[src/rtl/core/ist_pkg.sv]
// ----------------------------------------------------------------------------
// ist_pkg
// Shared constants and store access types of the index set claim table.
// ----------------------------------------------------------------------------
`default_nettype none

package ist_pkg;

    localparam int CAPACITY     = 256;
    localparam int ADDR_W       = $clog2(CAPACITY);
    localparam int WORD_W       = $clog2(CAPACITY + 1);
    localparam int CFG_W        = 9;
    localparam int IDX_W        = 16;
    localparam int KIND_W       = 2;
    localparam int STAT_W       = 3;
    localparam int ORD_W        = 8;
    localparam int OUT_TDATA_W  = 16;
    localparam int ACTIVE_RESET = 256;

    localparam logic [KIND_W-1:0] KIND_CLAIM   = 2'd0;
    localparam logic [KIND_W-1:0] KIND_RELEASE = 2'd1;
    localparam logic [KIND_W-1:0] KIND_QUERY   = 2'd2;

    localparam logic [STAT_W-1:0] ST_OK        = 3'd0;
    localparam logic [STAT_W-1:0] ST_BUSY      = 3'd1;
    localparam logic [STAT_W-1:0] ST_INVALID   = 3'd2;
    localparam logic [STAT_W-1:0] ST_NOT_FOUND = 3'd3;
    localparam logic [STAT_W-1:0] ST_SCHEMA    = 3'd4;

    typedef struct packed {
        logic [ADDR_W-1:0] cw_raddr;
        logic              cw_we;
        logic [ADDR_W-1:0] cw_waddr;
        logic [WORD_W-1:0] cw_wdata;
        logic [ADDR_W-1:0] mb_raddr;
        logic              mb_we;
        logic [ADDR_W-1:0] mb_waddr;
        logic [ADDR_W-1:0] mb_wdata;
        logic [ADDR_W-1:0] v_raddr;
        logic              v_we;
        logic [ADDR_W-1:0] v_waddr;
        logic              v_wdata;
    } t_store_req;

    typedef struct packed {
        logic [WORD_W-1:0] cw_rdata;
        logic [ADDR_W-1:0] mb_rdata;
        logic              v_rdata;
    } t_store_rsp;

endpackage

`default_nettype wire

[src/rtl/core/ist_store.sv]
// ----------------------------------------------------------------------------
// ist_store
// Claim word memory, set member memory and per-entry occupied bits.
// ----------------------------------------------------------------------------
`default_nettype none

module ist_store
    import ist_pkg::*;
(
    input  wire logic       i_clk,
    input  wire logic       i_rst_n,
    input  wire t_store_req i_req,
    output t_store_rsp      o_rsp
);

    logic [WORD_W-1:0]   r_cw_mem [CAPACITY];
    logic [ADDR_W-1:0]   r_mb_mem [CAPACITY];
    logic [WORD_W-1:0]   r_cw_rdata;
    logic [ADDR_W-1:0]   r_mb_rdata;
    logic [CAPACITY-1:0] r_vld;

    always_ff @(posedge i_clk) begin
        if (i_req.cw_we) begin
            r_cw_mem[i_req.cw_waddr] <= i_req.cw_wdata;
        end
        r_cw_rdata <= r_cw_mem[i_req.cw_raddr];
    end

    always_ff @(posedge i_clk) begin
        if (i_req.mb_we) begin
            r_mb_mem[i_req.mb_waddr] <= i_req.mb_wdata;
        end
        r_mb_rdata <= r_mb_mem[i_req.mb_raddr];
    end

    // entry not marked reads as free
    always_ff @(posedge i_clk) begin
        if (!i_rst_n) begin
            r_vld <= '0;
        end else if (i_req.v_we) begin
            r_vld[i_req.v_waddr] <= i_req.v_wdata;
        end
    end

    assign o_rsp.cw_rdata = r_cw_rdata;
    assign o_rsp.mb_rdata = r_mb_rdata;
    assign o_rsp.v_rdata  = r_vld[i_req.v_raddr];

endmodule

`default_nettype wire

[config.mk]
export PLATFORM = sky130hd
export DESIGN_NAME = ist_store
export DESIGN_NICKNAME = d
export VERILOG_FILES = /design/src/rtl/core/ist_pkg.sv /design/src/rtl/core/ist_store.sv
export SDC_FILE = /design/constraint.sdc
export NUM_CORES = 2
export LEC_CHECK = 0
export BUFFER_PORTS_ARGS = -buffer_cell sky130_fd_sc_hd__buf_2
export CORE_MARGIN = 1.5
export CORE_UTILIZATION = 40
export CTS_BUF_LIST = sky130_fd_sc_hd__clkbuf_4 sky130_fd_sc_hd__clkbuf_8
export DETAILED_ROUTE_END_ITERATION = 8
export PLACE_DENSITY = 0.51
export SLEW_MARGIN = 20
export SYNTH_ARGS = -nofsm -noshare
export SYNTH_HDL_FRONTEND = slang
export SYNTH_MEMORY_MAX_BITS = 65536
export SYNTH_SLANG_ARGS = --single-unit
[constraint.sdc]
create_clock -name i_clk -period 7.25 [get_ports i_clk]
set_input_delay 1.45 -clock i_clk [delete_from_list [all_inputs] [get_ports i_clk]]
set_output_delay 1.45 -clock i_clk [all_outputs]
set_load 0.05 [all_outputs]
==> summary.md <==
| Metric | Value |
|---|---|
| Post-Syn Nets | 9632 |
| Slew Viols, Final | 0 |
| Largest net degree at the start of global routing | 173 |
| CTS Buffer Depth | 4 |
| Fin crit period | 5.90 ns |
| WP data arrival | 4.45 ns |
| Worst-Margin Slew | 1.24 ns |
| Setup TNS | 0 ns |
| Area of the core | 0.452 sq mm |
| Vias in the first global route | 98.8k |
| PortBufs | 88 |
| Fin crit share | 0.814 |
| Routed Antenna Nets | 0 |
| Clk_lat worst skew | 1.33 ns |
| Skew final | 0.142 ns |
| Sequential element share of the synthesized area | 0.750 |
| Via count | 95.7k |
| CTS clk-pin slew, worst paths | 0.05 ns |
| Slowest-stage cell, CP | buf_4 |
| Outcome | complete, no violations |
| R2r endpoint | r_cw_rdata[4]$_DFF_P_ |
| Worst Slack Setup Final | 1.35 ns |
| Asr flop ratio synth | 0 |
| Initial antenna violation count | 41 |
| Peak VDD IR | 184 uV |
| Area delta synth->final | 12.3% |
| PD cells | 268 mW/mm^2 |
| CTS hold repair buffers | 0 |
| DP HPWL | 304000 um |
| HP Start | r_vld[200]$_SDFFE_PN0P_ |
| Die height | 677 um |
| Cells along the critical path | buf_4, nand3b_1, o22ai_1, nor3_1, a211oi_1, nor4_1, a31oi_1, buf_2 |
| Worst Path Max Fanout | 48 |
| Final setup viols | 0 |
| RSZ-0062 raised after global routing | false |
| Post-layout util | 0.451 |
| Pre-antenna DRT Iters | 6 |
| Die Span X | 677 um |
| Cells after synthesis | 9561 |
| Achievable Freq | 0.169 GHz |
| Final Wtd Congestion | 0.837 |
| Drt drc | 0 |
| Main synth FF type | edfxtp_1 |
| Synthesized area | 0.182 sq mm |
| Hold path cells | 2 |
| Clk root buf | clkbuf_8 |
| Yosys top cell by area | edfxtp_1 |
| Leak | 63.0 nW |
| Htree depth | 6 |
| Dpl ws | 1.41 ns |
| EDFF count, synth | 4352 |
| GR Overflow Total | 0 |
| # Post-CTS Setup Buffers | 0 |
| Share of layout cells above drive strength 1 | 0.243 |
| Routed WL | 511000 um |
| Hold Path End | r_vld[200]$_SDFFE_PN0P_ |
| Setup Crit Path Kind | input port to output pin |
| Max cap viols | 0 |
| Yosys reg bits | 4625 |
| # nets final | 10.1k |
| Max_slew headroom | 0.168 |
| R2r setup slk | 4.37 ns |
| Netlist cell types | 61 |
| Critical Path End Type | output pin |
| Syn. warnings | 0 |
| Via density | 5.76 |
| Fillers | 38.6k |
| Max incr delay on CP | 0.66 ns |
| Post-CTS Resized | 0 |
| CTS Buf Count | 764 |
| Die area | 0.458 sq mm |
| First-pass GRT wire length | 729000 um |
| Clock sinks | 4625 |
| Endpoints failing hold | 0 |
| CTS tree | built |
| IO Count | 89 |
| Reg-to-Reg Start | r_cw_mem[126][4]$_DFFE_PP_ |
| CP startpoint kind | input port |
| Area share of the largest cell type after synthesis | 0.720 |
| WL/cell | 30.7 um |
| Dominant cells by area after synthesis | edfxtp_1, mux4_2, dfxtp_1, mux2i_1, nor2_1 |
| Synthesized area per cell | 19.0 sq um |
| R2R depth | 7 |
| Cell Rows | 247 |
| Initial Util | 0.402 |
| Worst Hold Class | register to register |
| All-Layer GR Usage | 0.218 |
| Initial DRC count | 9018 |
| Required time worst endpoint | 5.80 ns |
-- synth_stat cells, types with 10 or more instances --
cell,number
a2111oi_0,14
a211oi_1,109
a21boi_0,256
a21oi_1,223
a221oi_1,58
a22o_1,50
a22oi_1,173
a32oi_1,13
and2_1,14
and3_1,12
buf_1,25
buf_2,150
buf_4,76
buf_6,45
clkbuf_1,341
dfxtp_1,273
edfxtp_1,4352
mux2_2,25
mux2i_1,416
mux4_2,958
nand2_1,192
nand2b_1,35
nand3_1,349
nand4_1,14
nor2_1,617
nor2b_1,55
nor3_1,104
nor3b_1,11
nor4_1,42
o2111ai_1,22
o21ai_0,310
o221ai_1,55
o22ai_1,86
or2_2,10
-- cells by family after synthesis --
family	Yosys count	share of synthesized area
AO/OA/AOI/OAI	1406	0.0517
buffers and inverters	647	0.0179
flip-flops	4625	0.750
multiplexers	1399	0.143
AND/OR/NAND/NOR	1484	0.0372
-- metrics by stage --
stage | area (sq um) | power [mW] | hold slack, ns | std cells
floorplan | 182000 | 31.3 | 0.454 | 9561
global placement | 189000 | 32.7 | 0.464 | 15200
detailed placement | 189000 | 32.7 | 0.475 | 15200
CTS | 204000 | 55.2 | 0.483 | 16600
global route | 204000 | 56.4 | 0.435 | 16600
finish | 204000 | 54.7 | 0.481 | 16600
-- worst max-delay path by stage --
stage,cells after the start,end,slack [ns],start
after CTS,8,o_rsp[0],1.40,i_req[10]
after global placement,8,o_rsp[0],1.34,i_req[10]
after floorplan,9,o_rsp[0],1.98,i_req[10]
final,8,o_rsp[0],1.35,i_req[10]
after global routing,8,o_rsp[0],1.25,i_req[10]
after detailed placement,8,o_rsp[0],1.41,i_req[10]
-- worst max-delay path, delay by kind of cell --
| kind | cells | cell delay, ns |
|---|---|---|
| AO/OA/AOI/OAI | 3 | 1.09 |
| buffers and inverters | 2 | 1.01 |
| AND/OR/NAND/NOR | 3 | 0.85 |
-- state kept, by name, summed over array words and instances, names as in the netlist --
register,flops
r_mb_mem,2048
r_cw_mem,2304
r_cw_rdata,9
r_vld,256
r_mb_rdata,8
-- power breakdown --
part	switching [mW]	leakage, nW	internal, mW
clock	10.6	7.90	12.0
combinational	1.93	13.8	0.875
sequential	0.0479	41.3	29.3
-- metal layers --
| layer | part of all wire | track usage |
|---|---|---|
| met2 | 0.49 | 0.361 |
| met3 | 0.062 | 0.0372 |
| met1 | 0.41 | 0.292 |
| met5 | 0.00018 | 0 |
| met4 | 0.038 | 0.0761 |
-- final cells by class --
cell class,instances,area [sq um],share of cell area
sequential,4625,136000,0.668
multi-input combinational,4289,42400,0.208
clock buffer,1078,13100,0.0642
tap,5976,7480,0.0367
timing repair buffer,319,2860,0.0140
clock inverter,301,1780,0.00874
antenna,16,40.0,0.000196
inverter,9,37.5,0.000184
-- cells in the final DEF, fill, tap and decap left out, types with 109 or more instances in the layout --
master,count
a211oi_1,109
a21boi_0,256
a21oi_1,223
a22oi_1,173
buf_4,201
clkbuf_4,278
clkbuf_8,800
clkinv_1,182
dfxtp_1,273
edfxtp_1,4352
mux2i_1,416
mux4_2,958
nand2_1,184
nand3_1,344
nor2_1,593
o21ai_0,310
No activity file was read; power rests on OpenSTA's default activity.
