File: config.mk
export PLATFORM = sky130hd
export DESIGN_NAME = ist_ctrl
export DESIGN_NICKNAME = d
export VERILOG_FILES = /design/src/rtl/core/ist_pkg.sv /design/src/rtl/core/ist_ctrl.sv
export SDC_FILE = /design/constraint.sdc
export NUM_CORES = 1
export LEC_CHECK = 0
export BUFFER_PORTS_ARGS = -buffer_cell sky130_fd_sc_hd__buf_2
export CORE_MARGIN = 2
export CORE_UTILIZATION = 35
export CTS_BUF_LIST = sky130_fd_sc_hd__clkbuf_4 sky130_fd_sc_hd__clkbuf_8
export CTS_CLUSTER_DIAMETER = 50
export DETAILED_ROUTE_END_ITERATION = 10
export PLACE_DENSITY_LB_ADDON = 0.05
export SLEW_MARGIN = 40
export SYNTH_ARGS = -nofsm -noshare
export SYNTH_HDL_FRONTEND = slang
export SYNTH_SLANG_ARGS = --single-unit
File: constraint.sdc
create_clock -name i_clk -period 2.91 [get_ports i_clk]
set_input_delay 0.1455 -clock i_clk [delete_from_list [all_inputs] [get_ports i_clk]]
set_output_delay 0.1455 -clock i_clk [all_outputs]
set_load 0.02 [all_outputs]
File: src/rtl/core/ist_pkg.sv
// ----------------------------------------------------------------------------
// ist_pkg
// Shared constants and store access types of the index set claim table.
// ----------------------------------------------------------------------------
`default_nettype none

package ist_pkg;

    localparam int CAPACITY     = 256;
    localparam int ADDR_W       = $clog2(CAPACITY);
    localparam int WORD_W       = $clog2(CAPACITY + 1);
    localparam int CFG_W        = 9;
    localparam int IDX_W        = 16;
    localparam int KIND_W       = 2;
    localparam int STAT_W       = 3;
    localparam int ORD_W        = 8;
    localparam int OUT_TDATA_W  = 16;
    localparam int ACTIVE_RESET = 256;

    localparam logic [KIND_W-1:0] KIND_CLAIM   = 2'd0;
    localparam logic [KIND_W-1:0] KIND_RELEASE = 2'd1;
    localparam logic [KIND_W-1:0] KIND_QUERY   = 2'd2;

    localparam logic [STAT_W-1:0] ST_OK        = 3'd0;
    localparam logic [STAT_W-1:0] ST_BUSY      = 3'd1;
    localparam logic [STAT_W-1:0] ST_INVALID   = 3'd2;
    localparam logic [STAT_W-1:0] ST_NOT_FOUND = 3'd3;
    localparam logic [STAT_W-1:0] ST_SCHEMA    = 3'd4;

    typedef struct packed {
        logic [ADDR_W-1:0] cw_raddr;
        logic              cw_we;
        logic [ADDR_W-1:0] cw_waddr;
        logic [WORD_W-1:0] cw_wdata;
        logic [ADDR_W-1:0] mb_raddr;
        logic              mb_we;
        logic [ADDR_W-1:0] mb_waddr;
        logic [ADDR_W-1:0] mb_wdata;
        logic [ADDR_W-1:0] v_raddr;
        logic              v_we;
        logic [ADDR_W-1:0] v_waddr;
        logic              v_wdata;
    } t_store_req;

    typedef struct packed {
        logic [WORD_W-1:0] cw_rdata;
        logic [ADDR_W-1:0] mb_rdata;
        logic              v_rdata;
    } t_store_rsp;

endpackage

`default_nettype wire

File: src/rtl/core/ist_ctrl.sv
// ----------------------------------------------------------------------------
// ist_ctrl
// Item sequencer: lookup, duplicate check, rollback walk and result staging.
// ----------------------------------------------------------------------------
`default_nettype none

module ist_ctrl
    import ist_pkg::*;
(
    input  wire logic                   i_clk,
    input  wire logic                   i_rst_n,
    input  wire logic                   s_axis_tvalid,
    output logic                        s_axis_tready,
    input  wire logic [IDX_W-1:0]       s_axis_tdata,   // [15:0] index
    input  wire logic [KIND_W-1:0]      s_axis_tuser,   // [1:0] kind
    input  wire logic                   s_axis_tlast,
    input  wire logic                   i_cfg_valid,
    output logic                        o_cfg_ready,
    input  wire logic [CFG_W-1:0]       i_cfg_data,
    output logic                        m_axis_tvalid,
    input  wire logic                   m_axis_tready,
    output logic [OUT_TDATA_W-1:0]      m_axis_tdata,   // [2:0] status, [10:3] ordinal
    output logic                        m_axis_tlast,
    output t_store_req                  o_req,
    input  wire t_store_rsp             i_rsp
);

    typedef enum logic [3:0] {
        S_IDLE = 4'b0001,
        S_LOOK = 4'b0010,
        S_DUP  = 4'b0100,
        S_RB   = 4'b1000
    } t_state;

    t_state             r_state, n_state;
    logic [KIND_W-1:0]  r_kind, n_kind;
    logic [IDX_W-1:0]   r_idx, n_idx;
    logic               r_last, n_last;
    logic [WORD_W-1:0]  r_len, n_len;
    logic               r_failed, n_failed;
    logic [STAT_W-1:0]  r_sstat, n_sstat;
    logic [STAT_W-1:0]  r_code, n_code;
    logic [WORD_W-1:0]  r_ptr, n_ptr;
    logic               r_rb_pend, n_rb_pend;
    logic [CFG_W-1:0]   r_active;
    logic               r_res_pend, n_res_pend;
    logic [STAT_W-1:0]  r_res_stat, n_res_stat;
    logic [ORD_W-1:0]   r_res_ord, n_res_ord;
    logic               r_res_done, n_res_done;
    logic               r_ov, n_ov;
    logic [STAT_W-1:0]  r_ostat, n_ostat;
    logic [ORD_W-1:0]   r_oord, n_oord;
    logic               r_odone, n_odone;

    logic               out_free;
    logic               in_acc;
    logic [IDX_W-1:0]   active16;
    logic [IDX_W-1:0]   range16;
    logic               idx_in;
    logic [WORD_W-1:0]  word;

    assign out_free      = !r_ov || m_axis_tready;
    assign s_axis_tready = (r_state == S_IDLE) && (!r_res_pend || out_free);
    assign in_acc        = s_axis_tvalid && s_axis_tready;
    assign o_cfg_ready   = 1'b1;

    assign active16 = IDX_W'(r_active);
    assign range16  = (active16 < IDX_W'(CAPACITY)) ? active16 : IDX_W'(CAPACITY);
    assign idx_in   = r_idx < range16;
    assign word     = i_rsp.cw_rdata;

    assign m_axis_tvalid = r_ov;
    assign m_axis_tdata  = {(OUT_TDATA_W - ORD_W - STAT_W)'(0), r_oord, r_ostat};
    assign m_axis_tlast  = r_odone;

    always_comb begin
        n_state    = r_state;
        n_kind     = r_kind;
        n_idx      = r_idx;
        n_last     = r_last;
        n_len      = r_len;
        n_failed   = r_failed;
        n_sstat    = r_sstat;
        n_code     = r_code;
        n_ptr      = r_ptr;
        n_rb_pend  = r_rb_pend;
        n_res_pend = r_res_pend;
        n_res_stat = r_res_stat;
        n_res_ord  = r_res_ord;
        n_res_done = r_res_done;
        n_ov       = r_ov;
        n_ostat    = r_ostat;
        n_oord     = r_oord;
        n_odone    = r_odone;

        o_req          = '0;
        o_req.cw_raddr = s_axis_tdata[ADDR_W-1:0];
        o_req.v_raddr  = r_idx[ADDR_W-1:0];
        o_req.mb_raddr = r_ptr[ADDR_W-1:0];

        // output register
        if (out_free) begin
            n_ov       = r_res_pend;
            n_res_pend = 1'b0;
            if (r_res_pend) begin
                n_ostat = r_res_stat;
                n_oord  = r_res_ord;
                n_odone = r_res_done;
            end
        end

        case (r_state)
            S_IDLE: begin
                if (in_acc) begin
                    n_kind  = s_axis_tuser;
                    n_idx   = s_axis_tdata;
                    n_last  = s_axis_tlast;
                    n_state = S_LOOK;
                end
            end
            S_LOOK: begin
                n_res_ord  = '0;
                n_res_done = 1'b0;
                case (r_kind)
                    KIND_CLAIM: begin
                        if (r_failed) begin
                            n_res_pend = 1'b1;
                            n_res_stat = r_sstat;
                            n_res_done = r_last;
                            if (r_last) begin
                                n_len    = '0;
                                n_failed = 1'b0;
                                n_sstat  = ST_OK;
                            end
                            n_state = S_IDLE;
                        end else if (!idx_in || IDX_W'(r_len) >= range16) begin
                            n_code    = ST_INVALID;
                            n_ptr     = '0;
                            n_rb_pend = 1'b0;
                            n_state   = S_RB;
                        end else if (i_rsp.v_rdata) begin
                            if (IDX_W'(word) <= IDX_W'(r_len)) begin
                                o_req.mb_raddr = ADDR_W'(word - WORD_W'(1));
                                n_state        = S_DUP;
                            end else begin
                                n_code    = ST_BUSY;
                                n_ptr     = '0;
                                n_rb_pend = 1'b0;
                                n_state   = S_RB;
                            end
                        end else begin
                            o_req.cw_we    = 1'b1;
                            o_req.cw_waddr = r_idx[ADDR_W-1:0];
                            o_req.cw_wdata = r_len + WORD_W'(1);
                            o_req.v_we     = 1'b1;
                            o_req.v_waddr  = r_idx[ADDR_W-1:0];
                            o_req.v_wdata  = 1'b1;
                            o_req.mb_we    = 1'b1;
                            o_req.mb_waddr = r_len[ADDR_W-1:0];
                            o_req.mb_wdata = r_idx[ADDR_W-1:0];
                            n_len          = r_last ? '0 : r_len + WORD_W'(1);
                            n_res_pend     = 1'b1;
                            n_res_stat     = ST_OK;
                            n_res_done     = r_last;
                            n_state        = S_IDLE;
                        end
                    end
                    KIND_RELEASE: begin
                        if (idx_in) begin
                            o_req.v_we    = 1'b1;
                            o_req.v_waddr = r_idx[ADDR_W-1:0];
                            o_req.v_wdata = 1'b0;
                        end
                        n_res_pend = 1'b1;
                        n_res_stat = ST_OK;
                        n_state    = S_IDLE;
                    end
                    KIND_QUERY: begin
                        n_res_pend = 1'b1;
                        if (!idx_in) begin
                            n_res_stat = ST_INVALID;
                        end else if (!i_rsp.v_rdata) begin
                            n_res_stat = ST_NOT_FOUND;
                        end else if (IDX_W'(word) > range16) begin
                            n_res_stat = ST_SCHEMA;
                        end else begin
                            n_res_stat = ST_OK;
                            n_res_ord  = ORD_W'(word - WORD_W'(1));
                        end
                        n_state = S_IDLE;
                    end
                    default: begin
                        n_res_pend = 1'b1;
                        n_res_stat = ST_INVALID;
                        n_state    = S_IDLE;
                    end
                endcase
            end
            S_DUP: begin
                n_code    = (i_rsp.mb_rdata == r_idx[ADDR_W-1:0]) ? ST_INVALID : ST_BUSY;
                n_ptr     = '0;
                n_rb_pend = 1'b0;
                n_state   = S_RB;
            end
            S_RB: begin
                // walk members, freeing those still in range
                if (r_ptr < r_len) begin
                    n_ptr     = r_ptr + WORD_W'(1);
                    n_rb_pend = 1'b1;
                end else begin
                    n_rb_pend = 1'b0;
                end
                if (r_rb_pend && (IDX_W'(i_rsp.mb_rdata) < range16)) begin
                    o_req.v_we    = 1'b1;
                    o_req.v_waddr = i_rsp.mb_rdata;
                    o_req.v_wdata = 1'b0;
                end
                if ((r_ptr == r_len) && !r_rb_pend) begin
                    n_res_pend = 1'b1;
                    n_res_stat = r_code;
                    n_res_ord  = '0;
                    n_res_done = r_last;
                    n_len      = '0;
                    n_failed   = !r_last;
                    n_sstat    = r_last ? ST_OK : r_code;
                    n_state    = S_IDLE;
                end
            end
            default: begin
                n_state = S_IDLE;
            end
        endcase
    end

    always_ff @(posedge i_clk) begin
        if (!i_rst_n) begin
            r_state    <= S_IDLE;
            r_len      <= '0;
            r_failed   <= 1'b0;
            r_sstat    <= ST_OK;
            r_rb_pend  <= 1'b0;
            r_res_pend <= 1'b0;
            r_ov       <= 1'b0;
            r_active   <= CFG_W'(ACTIVE_RESET);
        end else begin
            r_state    <= n_state;
            r_len      <= n_len;
            r_failed   <= n_failed;
            r_sstat    <= n_sstat;
            r_rb_pend  <= n_rb_pend;
            r_res_pend <= n_res_pend;
            r_ov       <= n_ov;
            if (i_cfg_valid) begin
                r_active <= i_cfg_data;
            end
        end
    end

    always_ff @(posedge i_clk) begin
        r_kind     <= n_kind;
        r_idx      <= n_idx;
        r_last     <= n_last;
        r_code     <= n_code;
        r_ptr      <= n_ptr;
        r_res_stat <= n_res_stat;
        r_res_ord  <= n_res_ord;
        r_res_done <= n_res_done;
        r_ostat    <= n_ostat;
        r_oord     <= n_oord;
        r_odone    <= n_odone;
    end

endmodule

`default_nettype wire

==> impl_metrics.env, run 1 <==
export IMPL_outcome="completed"
export IMPL_grt_pass1_vias=4694
export IMPL_slew_headroom_pct=44.2
export IMPL_core_area_um2=15200
export IMPL_diodes=0
export IMPL_synth_largest_area_cell="edfxtp_1"
export IMPL_async_flop_share_pct=0
export IMPL_dp_cells=869
export IMPL_drv_slew=0
export IMPL_grt_max_degree=37
export IMPL_num_vias=4771
export IMPL_path_cells="clkinv_4, buf_4, ha_4, nand4_1, nor2_1, a21oi_2, buf_4, buf_4, a31oi_4, nor4_4, buf_6, or2_2, buf_2"
export IMPL_final_cell_area_um2=7150
export IMPL_maxCapViolations=0
export IMPL_post_route_period_util_pct=99.2
export IMPL_nNetsFinal=830
export IMPL_tns_ns=0
export IMPL_mostFrequentLayoutCells="buf_2 (123), edfxtp_1 (54), ha_1 (48), buf_4 (46), nor2_1 (43)"
export IMPL_syn_area_per_cell_um2=9.85
export IMPL_cts_tree="done"
export IMPL_swShare_pct=28.0
export IMPL_viasPerCell=5.20
export IMPL_boundaryPins=140
export IMPL_gp_congestion=0.884
export IMPL_fin_cells=918
export IMPL_cts_buffer_depth=2
export IMPL_top_layer_used="met4"
export IMPL_vdd_ir_drop_max_mv=0.249
export IMPL_grt_pass1_wl_um=26100
export IMPL_clk_pin_slew_ns=0.09
export IMPL_dr_wl_met3_um=596
export IMPL_netlist_area_leader_share_pct=29.8
export IMPL_die_h_um=129
export IMPL_cpMostUsedCell="buf_4"
export IMPL_ys_types=60
export IMPL_place_ws_ns=0.0405
export IMPL_portBuffers=133
export IMPL_worst_slack_ns=0.0221
export IMPL_ys_seq_area_share_pct=40.0
export IMPL_power_density_nw_per_um2=342
export IMPL_p_leak_uw=0.00306
export IMPL_wl_met1_um=8210
export IMPL_end_kind="output port"
export IMPL_pwr_share_comb_pct=15.5
export IMPL_drive_gt1_share_pct=34.8
export IMPL_dieArea_um2=16600
export IMPL_dr_wl_met2_um=8030
export IMPL_first_pass_iters=4
export IMPL_slowest_delay_ns=0.42
export IMPL_ys_ff_latch=82
export IMPL_cp_slowest_cell="dfxtp_4"
export IMPL_antenna_found_initial=0
export IMPL_clockRootBuffer="clkbuf_8"
export IMPL_path_class="reg2out"
export IMPL_synthToLayoutAreaGrowth_pct=31.3
export IMPL_tightest_slew_ns=0.837
export IMPL_placed_cell_area_um2=6370
export IMPL_fmax_mhz=346
export IMPL_fin_worst_skew_ns=0.0190
export IMPL_dpl_hpwl_um=13000
export IMPL_syn_area_um2=5450
export IMPL_arrival_ns=2.74
export IMPL_hold_viol_final=0
export IMPL_dr_first_iter_drc_count=228
export IMPL_p_int_uw=1760
export IMPL_wire_per_inst_um=18.6
export IMPL_fp_dieW_um=129
export IMPL_nFillCells=1468
export IMPL_yosysWarningCount=0
export IMPL_routed_wl_um=17100
export IMPL_htree_levels=3
export IMPL_cts_made_buffers=9
export IMPL_min_period_ns=2.89
export IMPL_ant_nets=0
export IMPL_pwr_share_clk_pct=31.0
export IMPL_p_switching_uw=685
export IMPL_sequentialPowerShare_pct=53.5
export IMPL_start_util_pct=35.8
export IMPL_hold_path_class="in2reg"
export IMPL_critPathMaxFanout=9
export IMPL_startpoint_type="flip-flop"
export IMPL_track_usage_pct=20.8
export IMPL_synth_cells=553
export IMPL_clk_latency_ns=0.38
export IMPL_clkSinkCount=82
export IMPL_core_rowCount=45
export IMPL_ys_flop_type="edfxtp_1"
export IMPL_fin_util_pct=47.1
export IMPL_crit_required_ns=2.76
export IMPL_grt_remaining_overflow=0
export IMPL_setup_viol_count_final=0
export IMPL_synth_edf_count=54
export IMPL_yosys_top_cells_area="edfxtp_1 (30%), ha_1 (12%), dfxtp_1 (10%)"
export IMPL_rsz0062_at_grt="yes"
export IMPL_drc=0
export IMPL_final_common_cell="buf_2"
stage by stage:
stage	power, µW	hold WS [ns]
2_1_floorplan	1530	0.244
3_3_place_gp	1650	0.323
3_5_place_dp	1650	0.324
4_1_cts	2460	0.0137
5_1_grt	2570	0.0255
6_report	2450	0.0327
flip-flops by register name (all words and copies together) (netlist names):
register,count
r_oord,8
r_len,9
r_kind,2
m_axis_tlast,1
r_failed,1
r_sstat,2
r_idx,16
r_ptr,9
r_state,4
r_res_pend,1
r_res_ord,8
r_res_done,1
m_axis_tvalid,1
r_res_stat,3
r_code,2
r_last,1
r_rb_pend,1
r_ostat,3
r_active,9
synth_stat cells (3+ instances only):
| cell type | count |
|---|---|
| edfxtp_1 | 54 |
| ha_1 | 54 |
| nor2_1 | 43 |
| nand2_1 | 34 |
| buf_4 | 31 |
| dfxtp_1 | 28 |
| nand3_1 | 25 |
| a21oi_1 | 23 |
| inv_1 | 23 |
| xnor2_1 | 21 |
| and3_1 | 18 |
| nor2b_1 | 16 |
| clkbuf_1 | 15 |
| nor3_1 | 13 |
| o21ai_0 | 13 |
| mux2i_1 | 11 |
| nor3b_1 | 11 |
| nand4_1 | 10 |
| a22o_1 | 9 |
| o211ai_1 | 9 |
| a31oi_1 | 7 |
| mux2_2 | 7 |
| xor2_1 | 7 |
| a21o_1 | 6 |
| o21a_1 | 6 |
| a21boi_0 | 5 |
| nor4_1 | 5 |
| and2_1 | 3 |
| o21bai_1 | 3 |
| or2_2 | 3 |
cell type report:
type | count | area [µm²] | area share (%)
repair inverters | 1 | 8.76 | 0.122
well taps | 188 | 235 | 3.29
repair buffers | 204 | 1340 | 18.7
multi-input cells | 403 | 3110 | 43.4
flip-flops and latches | 82 | 2190 | 30.7
inverters | 24 | 103 | 1.43
clock buffers | 10 | 138 | 1.92
clock inverters | 6 | 32.5 | 0.455
worst max-delay path, delay by kind of cell (launching register included):
family | cells | cell delay (ns)
adders and majority gates | 1 | 0.27
buffers and inverters | 6 | 0.83
and+or+nand+nor | 4 | 0.59
AOI/OAI and AO/OA | 2 | 0.25
DFF | 1 | 0.42
path summary, 6_finish.rpt:
check / start / end / slack, ns / depth (start not counted)
worst max-delay path: r_active[8]$_SDFFE_PN1P_ / o_req[9] / 0.02 / 13
worst min-delay path: i_cfg_data[1] / r_active[1]$_SDFFE_PN0P_ / 0.03 / 3
worst min register to register: r_res_ord[2]$_SDFFCE_PP0P_ / r_oord[2]$_DFFE_PP_ / 0.43 / 0
worst max register to register: r_active[8]$_SDFFE_PN1P_ / r_ptr[6]$_SDFFCE_PN0P_ / 0.27 / 11
layer usage:
metal / track usage [%] / vias to the layer above
li1: - / 2340
met1: 29.4 / 2304
met2: 33.0 / 110
met3: 2.62 / 17
met4: 7.16 / 0
met5: 0 / -
power groups by stage:
stage / Sequential (µW) / Combinational [µW] / Clock, µW
CTS: 1310 / 367 / 790
global placement: 1330 / 316 / 0
global route: 1310 / 417 / 841
detailed placement: 1330 / 321 / 0
floorplan: 1320 / 211 / 0
finish: 1310 / 380 / 758
logic make-up (layout without fill, tap and decap cells):
family,Yosys count,count (layout),share of synthesized area [%]
and+or+nand+nor,197,197,19.6
AOI/OAI and AO/OA,100,100,12.7
DFF,82,82,40.0
buffers and inverters,72,245,7.14
adders and majority gates,54,54,12.4
xor gates and xnor gates,28,28,4.50
muxes,18,18,3.47
other,2,6,0.138
what timing repair did:
| item | 4_1_cts | 5_1_grt |
|---|---|---|
| gates cloned | 2 | 0 |
| setup endpoints to repair | 51 | 51 |
| hold endpoints to repair | 21 | 0 |
| hold buffers | 21 | 0 |
| pin swaps | 9 | 12 |
| buffers inserted | 9 | 4 |
| resized for setup | 57 | 28 |
Power figures use the tool's default switching activity.
==> inputs of run 2 (changes only) <==
- CTS_BUF_LIST: sky130_fd_sc_hd__clkbuf_4 sky130_fd_sc_hd__clkbuf_8 -> sky130_fd_sc_hd__clkbuf_16
==> run 2 against run 1 <==
Net effect:
- the run now ends with negative setup slack left
- count of clock-buffer cells in the layout is 1 lower
- first-iteration DRC count up 7.5%
- total power is 10% higher
- worst hold slack improved by 0.0049 ns
- via count down 0.29%
- worst setup slack worse by 0.040 ns
- utilization is 1.3 points lower
- sequential cell count unchanged
- sequential power about the same
- highest routed layer unchanged
==> impl_metrics.env, run 2 (synthesized netlist as in run 1, its figures left out) <==
export IMPL_boundaryPins=140
export IMPL_top_register="r_idx"
export IMPL_portBuffers=133
export IMPL_fin_worst_skew_ns=0.0109
export IMPL_arrival_ns=2.78
export IMPL_p_total_uw=2700
export IMPL_clk_latency_ns=0.35
export IMPL_timing_rr_end="r_ptr[6]$_SDFFCE_PN0P_"
export IMPL_r2r_start="r_active[8]$_SDFFE_PN1P_"
export IMPL_p_int_uw=1990
export IMPL_largest_reg_flops=16
export IMPL_diodes=0
export IMPL_clockRootBuffer="clkbuf_16"
export IMPL_cts_tree="done"
export IMPL_dpl_hpwl_um=13000
export IMPL_critPathMaxFanout=9
export IMPL_min_period_ns=2.93
export IMPL_p_leak_uw=0.00299
export IMPL_setup_worst_path_end="o_req[38]"
export IMPL_grt_max_degree=37
export IMPL_track_usage_pct=20.4
export IMPL_rsz0062_at_grt="yes"
export IMPL_maxCapViolations=0
export IMPL_placed_cell_area_um2=6370
export IMPL_core_area_um2=15200
export IMPL_grt_pass1_wl_um=25700
export IMPL_nFillCells=1489
export IMPL_fp_dieW_um=129
export IMPL_setup_viol_count_final=6
export IMPL_grt_remaining_overflow=0
export IMPL_gp_congestion=0.884
export IMPL_clkSinkCount=82
export IMPL_hold_path_class="in2reg"
export IMPL_path_cells="clkinv_4, nand2_1, buf_4, ha_1, nand4_1, nor2_1, a21oi_2, nand4_1, nor3_4, buf_12, mux2_2, buf_4"
export IMPL_final_cell_area_um2=6960
export IMPL_grt_pass1_vias=4614
export IMPL_nNetsFinal=823
export IMPL_rrSetupSlack_ns=0.10
export IMPL_pwr_share_comb_pct=13.2
export IMPL_worst_slack_ns=-0.0184
export IMPL_slew_headroom_pct=45.3
export IMPL_vdd_ir_drop_max_mv=0.266
export IMPL_tightest_slew_ns=0.821
export IMPL_die_h_um=129
export IMPL_dieArea_um2=16600
export IMPL_clk_pin_slew_ns=0.06
export IMPL_post_route_period_util_pct=101
export IMPL_slowest_delay_ns=0.36
export IMPL_drv_slew=0
export IMPL_cts_made_buffers=9
export IMPL_viasPerCell=5.22
export IMPL_start_util_pct=35.8
export IMPL_first_pass_iters=4
export IMPL_cts_buffer_depth=2
export IMPL_fin_util_pct=45.8
export IMPL_power_density_nw_per_um2=388
export IMPL_swShare_pct=26.2
export IMPL_crit_buf_inv=4
export IMPL_multi_input_area_um2=2950
export IMPL_r2r_cells=13
export IMPL_dr_first_iter_drc_count=245
export IMPL_top_layer_used="met4"
export IMPL_pwr_share_clk_pct=38.4
export IMPL_ant_nets=0
export IMPL_outcome="finished with violations"
export IMPL_violations="negative setup slack"
export IMPL_final_common_cell="buf_2"
export IMPL_cp_top_family="simple AND/OR/NAND/NOR gates"
export IMPL_drc=0
export IMPL_hold_viol_final=0
export IMPL_seq_area_um2=2190
export IMPL_core_rowCount=45
export IMPL_p_switching_uw=707
export IMPL_wl_met1_um=8140
export IMPL_drive_gt1_share_pct=32.0
export IMPL_antenna_found_initial=0
export IMPL_dp_cells=869
export IMPL_dr_wl_met2_um=7810
export IMPL_crit_start="r_active[8]$_SDFFE_PN1P_"
export IMPL_num_vias=4757
export IMPL_dr_wl_met3_um=611
export IMPL_cp_slowest_cell="dfxtp_4"
export IMPL_startpoint_type="flip-flop"
export IMPL_mostFrequentLayoutCells="buf_2 (129), ha_1 (54), edfxtp_1 (54), buf_4 (46), nor2_1 (43)"
export IMPL_end_kind="output port"
export IMPL_wire_per_inst_um=18.4
export IMPL_fin_cells=911
export IMPL_sequentialPowerShare_pct=48.4
export IMPL_path_depth=12
export IMPL_routed_wl_um=16800
export IMPL_crit_required_ns=2.76
export IMPL_path_class="reg2out"
export IMPL_htree_levels=3
export IMPL_fmax_mhz=341
export IMPL_tns_ns=-0.0703
export IMPL_synthToLayoutAreaGrowth_pct=27.7
## run 2: cell types whose count changed in the layout (fill, tap and decap cells not counted), sizes merged
| cell | previous run | this run |
|---|---|---|
| buf | 183 | 178 |
| dlygate4sd3 | 21 | 19 |
| clkbuf | 10 | 9 |
| clkinv | 6 | 7 |
## run 2: through the flow
stage               setup slack, ns  hold slack, ns
floorplan                    0.0791           0.244
global placement              0.127           0.323
detailed placement           0.0405           0.324
CTS                         0.00254          0.0305
global route                -0.0869          0.0523
finish                      -0.0184          0.0376
## run 2: worst min path at each step
stage	end	cells past startpoint	slack, ns	start
global route	r_state[1]$_SDFFE_PN0P_	2	0.05	s_axis_tvalid
global placement	r_idx[13]$_DFFE_PP_	1	0.32	s_axis_tdata[13]
detailed placement	r_kind[1]$_DFFE_PP_	1	0.32	s_axis_tuser[1]
finish	r_state[1]$_SDFFE_PN0P_	2	0.04	s_axis_tvalid
CTS	r_state[1]$_SDFFE_PN0P_	2	0.03	s_axis_tvalid
floorplan	r_idx[0]$_DFFE_PP_	0	0.24	s_axis_tdata[0]
## run 2: cell type report
type | count | share of cell area (%)
Clock inverter | 7 | 0.521
Sequential cell | 82 | 31.4
Tap cell | 188 | 3.38
Timing Repair inverter | 1 | 0.0719
Inverter | 24 | 1.37
Multi-Input combinational cell | 403 | 42.4
Timing Repair Buffer | 197 | 17.6
Clock buffer | 9 | 3.24
## run 2: what timing repair did
item,4_1_cts,5_1_grt
resized for setup,15,15
gates cloned,0,1
pin swaps,3,2
endpoints found under the hold margin,19,0
setup buffers,1,5
setup endpoints to repair,51,24
hold buffers,19,0
## run 2: worst reg2reg max path: cells and delay by family (launching register included)
kind                     cells  cell delay, ns
buffers and inverters        5            0.76
adder cells (fa/ha/maj)      1            0.27
flip-flops                   1            0.36
AND/OR/NAND/NOR              5            0.59
AO/OA/AOI/OAI                2            0.58
## run 2: per-layer routing
metal  vias up  global-route usage (%)
li1       2333                       -
met1      2279                    29.0
met2       126                    32.5
met3        19                    2.70
met4         0                    6.14
met5         -                       0
## run 2: power by group through the flow
stage               logic (µW)  registers, µW  clock network, µW
finish                     356           1310               1040
global route               392           1310               1110
CTS                        347           1310               1070
detailed placement         321           1330                  0
global placement           316           1330                  0
floorplan                  211           1320                  0
